`config.mk`:
```
export PLATFORM = sky130hd
export DESIGN_NAME = hdf_sort_cell
export DESIGN_NICKNAME = d
export VERILOG_FILES = /design/src/hdl/hdf_pkg.sv /design/src/hdl/hdf_sort_cell.sv
export SDC_FILE = /design/constraint.sdc
export NUM_CORES = 1
export LEC_CHECK = 0
export BUFFER_PORTS_ARGS = -buffer_cell sky130_fd_sc_hd__buf_2
export CAP_MARGIN = 40
export CELL_PAD_IN_SITES_DETAIL_PLACEMENT = 0
export CELL_PAD_IN_SITES_GLOBAL_PLACEMENT = 2
export CORE_MARGIN = 5
export CORE_UTILIZATION = 26
export CTS_CLUSTER_SIZE = 40
export DETAILED_ROUTE_END_ITERATION = 12
export PLACE_DENSITY = 0.84
export RECOVER_POWER = 25
export SYNTH_ARGS = -nofsm -noshare
export SYNTH_HDL_FRONTEND = slang
export SYNTH_SLANG_ARGS = --single-unit
```
`constraint.sdc`:
```
create_clock -name clock -period 4.8 [get_ports clock]
set_input_delay 0.24 -clock clock [delete_from_list [all_inputs] [get_ports clock]]
set_output_delay 0.24 -clock clock [all_outputs]
set_load 0.02 [all_outputs]
```
`src/hdl/hdf_pkg.sv`:
```
// ----------------------------------------------------------------------------
// hdf_pkg
// Shared types and constants for the despike filter.
// ----------------------------------------------------------------------------
`default_nettype none
package hdf_pkg;
   localparam int unsigned SigmaQ16 = 97164;
   localparam int unsigned KBits = 16;
   localparam int unsigned WinBits = 5;
   localparam logic [0:0] CsrWindow = 1'b0;
   localparam logic [0:0] CsrK = 1'b1;

   typedef enum logic [2:0] {
      ST_IDLE,
      ST_LOAD,
      ST_SORT,
      ST_DEV,
      ST_SORT2,
      ST_TEST,
      ST_EMIT
   } state_type;

   typedef struct packed {
      logic load;
      logic sort;
      logic odd;
      logic dev;
   } cell_ctl_type;
endpackage
`default_nettype wire

```
`src/hdl/hdf_sort_cell.sv`:
```
// ----------------------------------------------------------------------------
// hdf_sort_cell
// One cell of the odd-even transposition sorter: holds one value and swaps
// with its right neighbor on its phase.
// ----------------------------------------------------------------------------
`default_nettype none
module hdf_sort_cell #(
   parameter int unsigned DataBits = 33
) (
   input  wire                       clock,
   input  wire hdf_pkg::cell_ctl_type ctl,
   input  wire                       active_phase,
   input  wire                       is_unsigned,
   input  wire  [DataBits-1:0]       load_value,
   input  wire  [DataBits-1:0]       dev_value,
   input  wire  [DataBits-1:0]       left_value,
   input  wire  [DataBits-1:0]       right_value,
   input  wire                       has_left,
   input  wire                       has_right,
   input  wire                       left_phase,
   output logic [DataBits-1:0]       value
);
   logic [DataBits-1:0] value_ff, value_in;
   logic                gt_right, gt_left;

   always_comb begin
      if (is_unsigned) begin
         gt_right = value_ff > right_value;
         gt_left  = left_value > value_ff;
      end else begin
         gt_right = $signed(value_ff) > $signed(right_value);
         gt_left  = $signed(left_value) > $signed(value_ff);
      end
      value_in = value_ff;
      if (ctl.load) begin
         value_in = load_value;
      end else if (ctl.dev) begin
         value_in = dev_value;
      end else if (ctl.sort) begin
         // pair with right when this cell starts the pair, else with left
         if (active_phase && has_right && gt_right) begin
            value_in = right_value;
         end else if (left_phase && has_left && gt_left) begin
            value_in = left_value;
         end
      end
   end

   always_ff @(posedge clock) begin
      value_ff <= value_in;
   end

   assign value = value_ff;
endmodule
`default_nettype wire

```
### Yosys cells after proc, flatten, opt, wreduce, memory -nomap -nowiden

Cells that the tools add are included.

* bits of input ports: 142
* output and inout port bits: 33
* flip-flop bits (word level): 33

* multiplexer cells: 7
* $lt $le $gt $ge: 4
* reduce and logical (&&, ||, !) cells: 7

Operators with widths (number)
* 33-bit 2-to-1 mux: 5
* 33-bit greater-than comparator: 4
* 1-bit logical AND: 4
* 4-bit nonzero test: 1
* 3-bit nonzero test: 1
* 1-bit 2-to-1 mux: 2
* 2-bit AND reduction: 1

### Longest topological paths before layout

* word-level depth: 8
* gate-level depth with buffers: 11
* mapped depth without buffers: 10

### Worst setup path after synthesis

Ideal clock, no wire load.

* kind: flip-flop to flip-flop
* start: reg value_ff[7] (netlist: value[7])
* end: reg value_ff[0] (netlist: value[0]) (enable)
* slack: 1244 ps
* path buffers: 0
* arrival time: 3167 ps
* stages on the path, launching flop included: 10
* path through: edfxtp_1 -> ha_1 -> and4_1 -> and4bb_4 -> a221oi_2 -> o21ai_1 -> a211oi_2 -> mux2i_4 -> a41o_1 -> a21o_1

* word-level cells in the longest chain between the ends: 5

RTL lines
* from (decl): RTL line hdf_sort_cell.sv:23 `logic [DataBits-1:0] value_ff, value_in;`
* from (signal assigned): RTL line hdf_sort_cell.sv:50 `value_ff <= value_in;`
* 33-bit greater-than comparator (on tied branches)
* 1-bit 2-to-1 mux: RTL line hdf_sort_cell.sv:27 `if (is_unsigned) begin`
* 1-bit logical AND (on tied branches): RTL line hdf_sort_cell.sv:41, hdf_sort_cell.sv:43
* 4-bit nonzero test (no line) *
* 2-bit AND reduction (no line) *

Mark *: on every way between the ends. The rest lies on a longest branch, timed or not.
A chain may end at the register's enable or synchronous reset.

### Worst setup path in the final report

* start: reg value_ff[18] (netlist: value[18])
* end: reg value_ff[7] (netlist: value[7]) (enable)

Same word-level chain as after synthesis.

==> summary.md <==
| Metric | Value |
|---|---|
| Root Driver | `clkbuf_16` |
| Outcome | `completed` |
| # hold bufs at CTS | `0` |
| P_sw | `0.0004138 W` |
| Post-CTS Setup Bufs | `0` |
| Worst r2r dst | `value[7]` |
| Peak supply drop | `~0.12 mV` |
| Flop pwr share | `0.338` |
| Mean Syn Cell Area | `9.263 um^2` |
| Layout area overhead | `32.57%` |
| # resized after CTS | `0` |
| Worst Hold Depth | `3` |
| RD Place Congestion | `about 0.77` |
| Die area | `approximately 0.016 mm^2` |
| Via density per instance | `about 4.8` |
| GR Overflow Total | `0` |
| CORE AREA | `0.01372 mm^2` |
| Worst-path fanout max | `12` |
| Leakage power | `approximately 2.4 nW` |
| CP Class | `flip-flop to flip-flop` |
| IO Pins | `between 150 and 200` |
| Hold slack final | `256.2 ps` |
| PD cells | `243.6 mW/mm^2` |
| Fill count | `1,471` |
| Warning count from the yosys run | `0` |
| Crit. End Element | `flip-flop` |
| Post-DRT Antenna Nets | `0` |
| Most used cell, CP | `a21o_1` |
| Seq/Total Area, Yosys | `0.2750` |
| Initial DRT Pass Iterations | `4` |
| Comb power frac | `0.391` |
| Total vias in the final route | `3,533` |
| Final Hold Violating Endpoints | `0` |
| Dpl hpwl | `9713 um` |
| Clk pwr share | `0.272` |
| Vias in the first global route | `3,768` |
| R2R depth | `11` |
| Syn_nets | `597` |
| Slowest CP cell | `a21o_1` |
| CTS buffer count | `5` |
| Final setup fails | `0` |
| CP startpoint kind | `flip-flop` |
| Cell Int Power | `0.0007500 W` |
| Data required, critical path | `4790 ps` |
| Slowest stage delay, CP | `530 ps` |
| Max_cap viols | `0` |
| Largest net degree at the start of global routing | `37` |
| FF-to-FF setup slack | `1340 ps` |
| Worst-Margin Slew | `roughly 740 ps` |
| Crit path cell chain | `inv_1 > ha_1 > a21o_1 > a221o_1 > a221oi_1 > o211ai_1 > a21oi_1 > xnor2_1 > a41o_1 > a21o_1 > buf_4` |
| Clk_lat worst skew | `280 ps` |
| Die Y | `127.7 um` |
| Clock-pin slew on the worst setup and hold paths | `60 ps` |
| Fraction of layout cells with a size suffix above 1 | `0.3054` |
| FP Rows | `43` |
| Final Max Tran Viols | `0` |
| Flops & latches, synth | `33` |
| Rel. slew slack | `0.5061` |
| TritonCTS clock tree | `yes` |
| Clock tree buffer depth | `2` |
| Crit share post-route | `0.7202` |
| Synth Cell Area | `approximately 0.0036 mm^2` |
| Worst R2R Start | `value[18]` |
| Setup_tns | `0 ps` |
| Routed WL per cell | `15.88 um` |
| Cells after synthesis | `389` |
| Synth unique cells | `38` |
| HP Start | `load_value[31]` |
| Worst Skew | `5.378 ps` |
| RSZ-0062 raised after global routing | `no` |
| Port buffer count | `173` |
| GRT Overall Usage | `0.1402` |
| Layout net count | `767` |
| Min cycle time layout | `between 3000 and 4000 ps` |
| First-pass GRT wire length | `18,240 um` |
| Largest register FFs | `33` |
| Iteration-0 DRC Markers | `97` |
| Hold WC Path Type | `input port to flip-flop` |
| # DRC | `0` |
| Sw frac | `0.3555` |
| Die width | `127.7 um` |
| Sink Count | `33` |
| Antenna violations before repair | `2` |
| # H-tree levels | `2` |
| WL final | `about 12,000 um` |
| Initial core utilization | `0.2627` |
| Max Freq | `289.3 MHz` |
| Worst EP arrival | `approximately 3400 ps` |
| Final Util | `0.3482` |
| Hold Path Sink | `value[31]` |
[worst max-delay path by stage]
stage,from,to,slack [ps],depth (start not counted)
floorplan,value[7],value[0],1240,9
global placement,value[18],value[7],1310,11
detailed placement,value[18],value[0],1270,11
CTS,value[18],value[9],1240,11
global route,value[18],value[7],1050,11
finish,value[18],value[7],1340,11
[layer usage]
layer  part of all wire  GRT usage  up-vias
met3              0.074    0.03500       14
met1               0.43     0.1683     1599
met4              0.013    0.03371        2
met2               0.48     0.2508      130
met5             0.0011          0        -
li1                   -          -     1788
[worst max-delay path, delay by kind of cell, from the launching register on]
| kind | cells | cell delay, ps |
|---|---|---|
| compound gates | 7 | 2000 |
| flops | 1 | 380 |
| buf+inv | 2 | 340 |
| fa+ha+maj | 1 | 310 |
| xor+xnor | 1 | 140 |
[power groups by stage]
| stage | registers [W] | clock network [W] | logic (W) |
|---|---|---|---|
| global placement | 0.000396 | 0 | 0.000458 |
| detailed placement | 0.000398 | 0 | 0.000467 |
| finish | 0.000393 | 0.000316 | 0.000455 |
| CTS | 0.000393 | 0.000326 | 0.000469 |
| global route | 0.000398 | 0.000337 | 0.000519 |
| floorplan | 0.000433 | 0 | 0.000252 |
[through the flow]
step | worst slack [ps] | power [W] | std cells | instance area (um^2)
after detailed placement | 1269 | 0.0008650 | 732 | 4668
after CTS | 1240 | 0.001188 | 740 | 4805
after global routing | 1046 | 0.001253 | 741 | 4777
after floorplan | 1244 | 0.0006851 | 389 | 3603
after global placement | 1307 | 0.0008544 | 732 | 4668
final | 1343 | 0.001164 | 741 | 4777
[cells by family (layout without fill, tap and decap cells)]
group / Yosys count / in the layout / synth area share
mux: 34 / 34 / 0.09792
simple gates: 55 / 55 / 0.09584
flops: 33 / 33 / 0.2750
fa+ha+maj: 66 / 66 / 0.2292
buf+inv: 83 / 254 / 0.09271
other cells: 0 / 1 / 0
xor+xnor: 1 / 1 / 0.002431
compound gates: 117 / 117 / 0.2069
[area by class of cell]
cell class,instances,area (um^2),share of cell area
multi-input cells,273,2281,0.4775
flip-flops and latches,33,991.0,0.2074
repair buffers,178,885.9,0.1854
inverters,68,255.2,0.05343
well taps,180,225.2,0.04715
clock buffers,8,136.4,0.02855
diodes,1,2.502,0.0005238
[Yosys cell counts, drive strengths merged]
| master | instances | area [um^2] |
|---|---|---|
| nor4 | 1 | 21.27 |
| nand3 | 6 | 30.03 |
| nand2 | 16 | 60.06 |
| and2 | 2 | 12.52 |
| a211oi | 3 | 27.52 |
| a41o | 1 | 10.01 |
| buf | 4 | 37.53 |
| and4 | 5 | 43.79 |
| xnor2 | 1 | 8.760 |
| o21ai | 41 | 205.2 |
| clkbuf | 11 | 41.29 |
| nor3 | 3 | 15.01 |
| a31oi | 1 | 6.260 |
| a221oi | 4 | 41.29 |
| a2111oi | 1 | 8.760 |
| or2 | 2 | 12.51 |
| a21oi | 22 | 110.1 |
| a221o | 2 | 20.02 |
| o211ai | 2 | 15.01 |
| nor2 | 5 | 18.77 |
| nor4b | 1 | 15.01 |
| inv | 68 | 255.2 |
| nor2b | 1 | 6.260 |
| mux2i | 34 | 352.8 |
| a22oi | 32 | 240.2 |
| ha | 66 | 825.8 |
| and4bb | 1 | 16.27 |
| nand4 | 12 | 93.84 |
| a21o | 7 | 52.55 |
| o221ai | 1 | 8.760 |
| edfxtp | 33 | 991.0 |
[cells in the final DEF, fill, tap and decap left out, types with 2 or more instances in the layout]
cell type,count
or2_2,2
o21ai_0,10
nor2_1,5
nand4_2,3
buf_4,4
mux2i_1,33
o211ai_1,2
a221o_1,2
clkbuf_1,27
nand4_1,9
o21ai_1,31
nand3_1,6
a21o_1,7
nor3_1,3
a21oi_1,22
edfxtp_1,33
nand2_1,16
ha_1,66
inv_1,68
and4_1,5
a221oi_1,3
a211oi_1,2
a22oi_1,32
buf_2,149
clkbuf_16,5
Note: power is estimated with default switching activity, not from simulation.
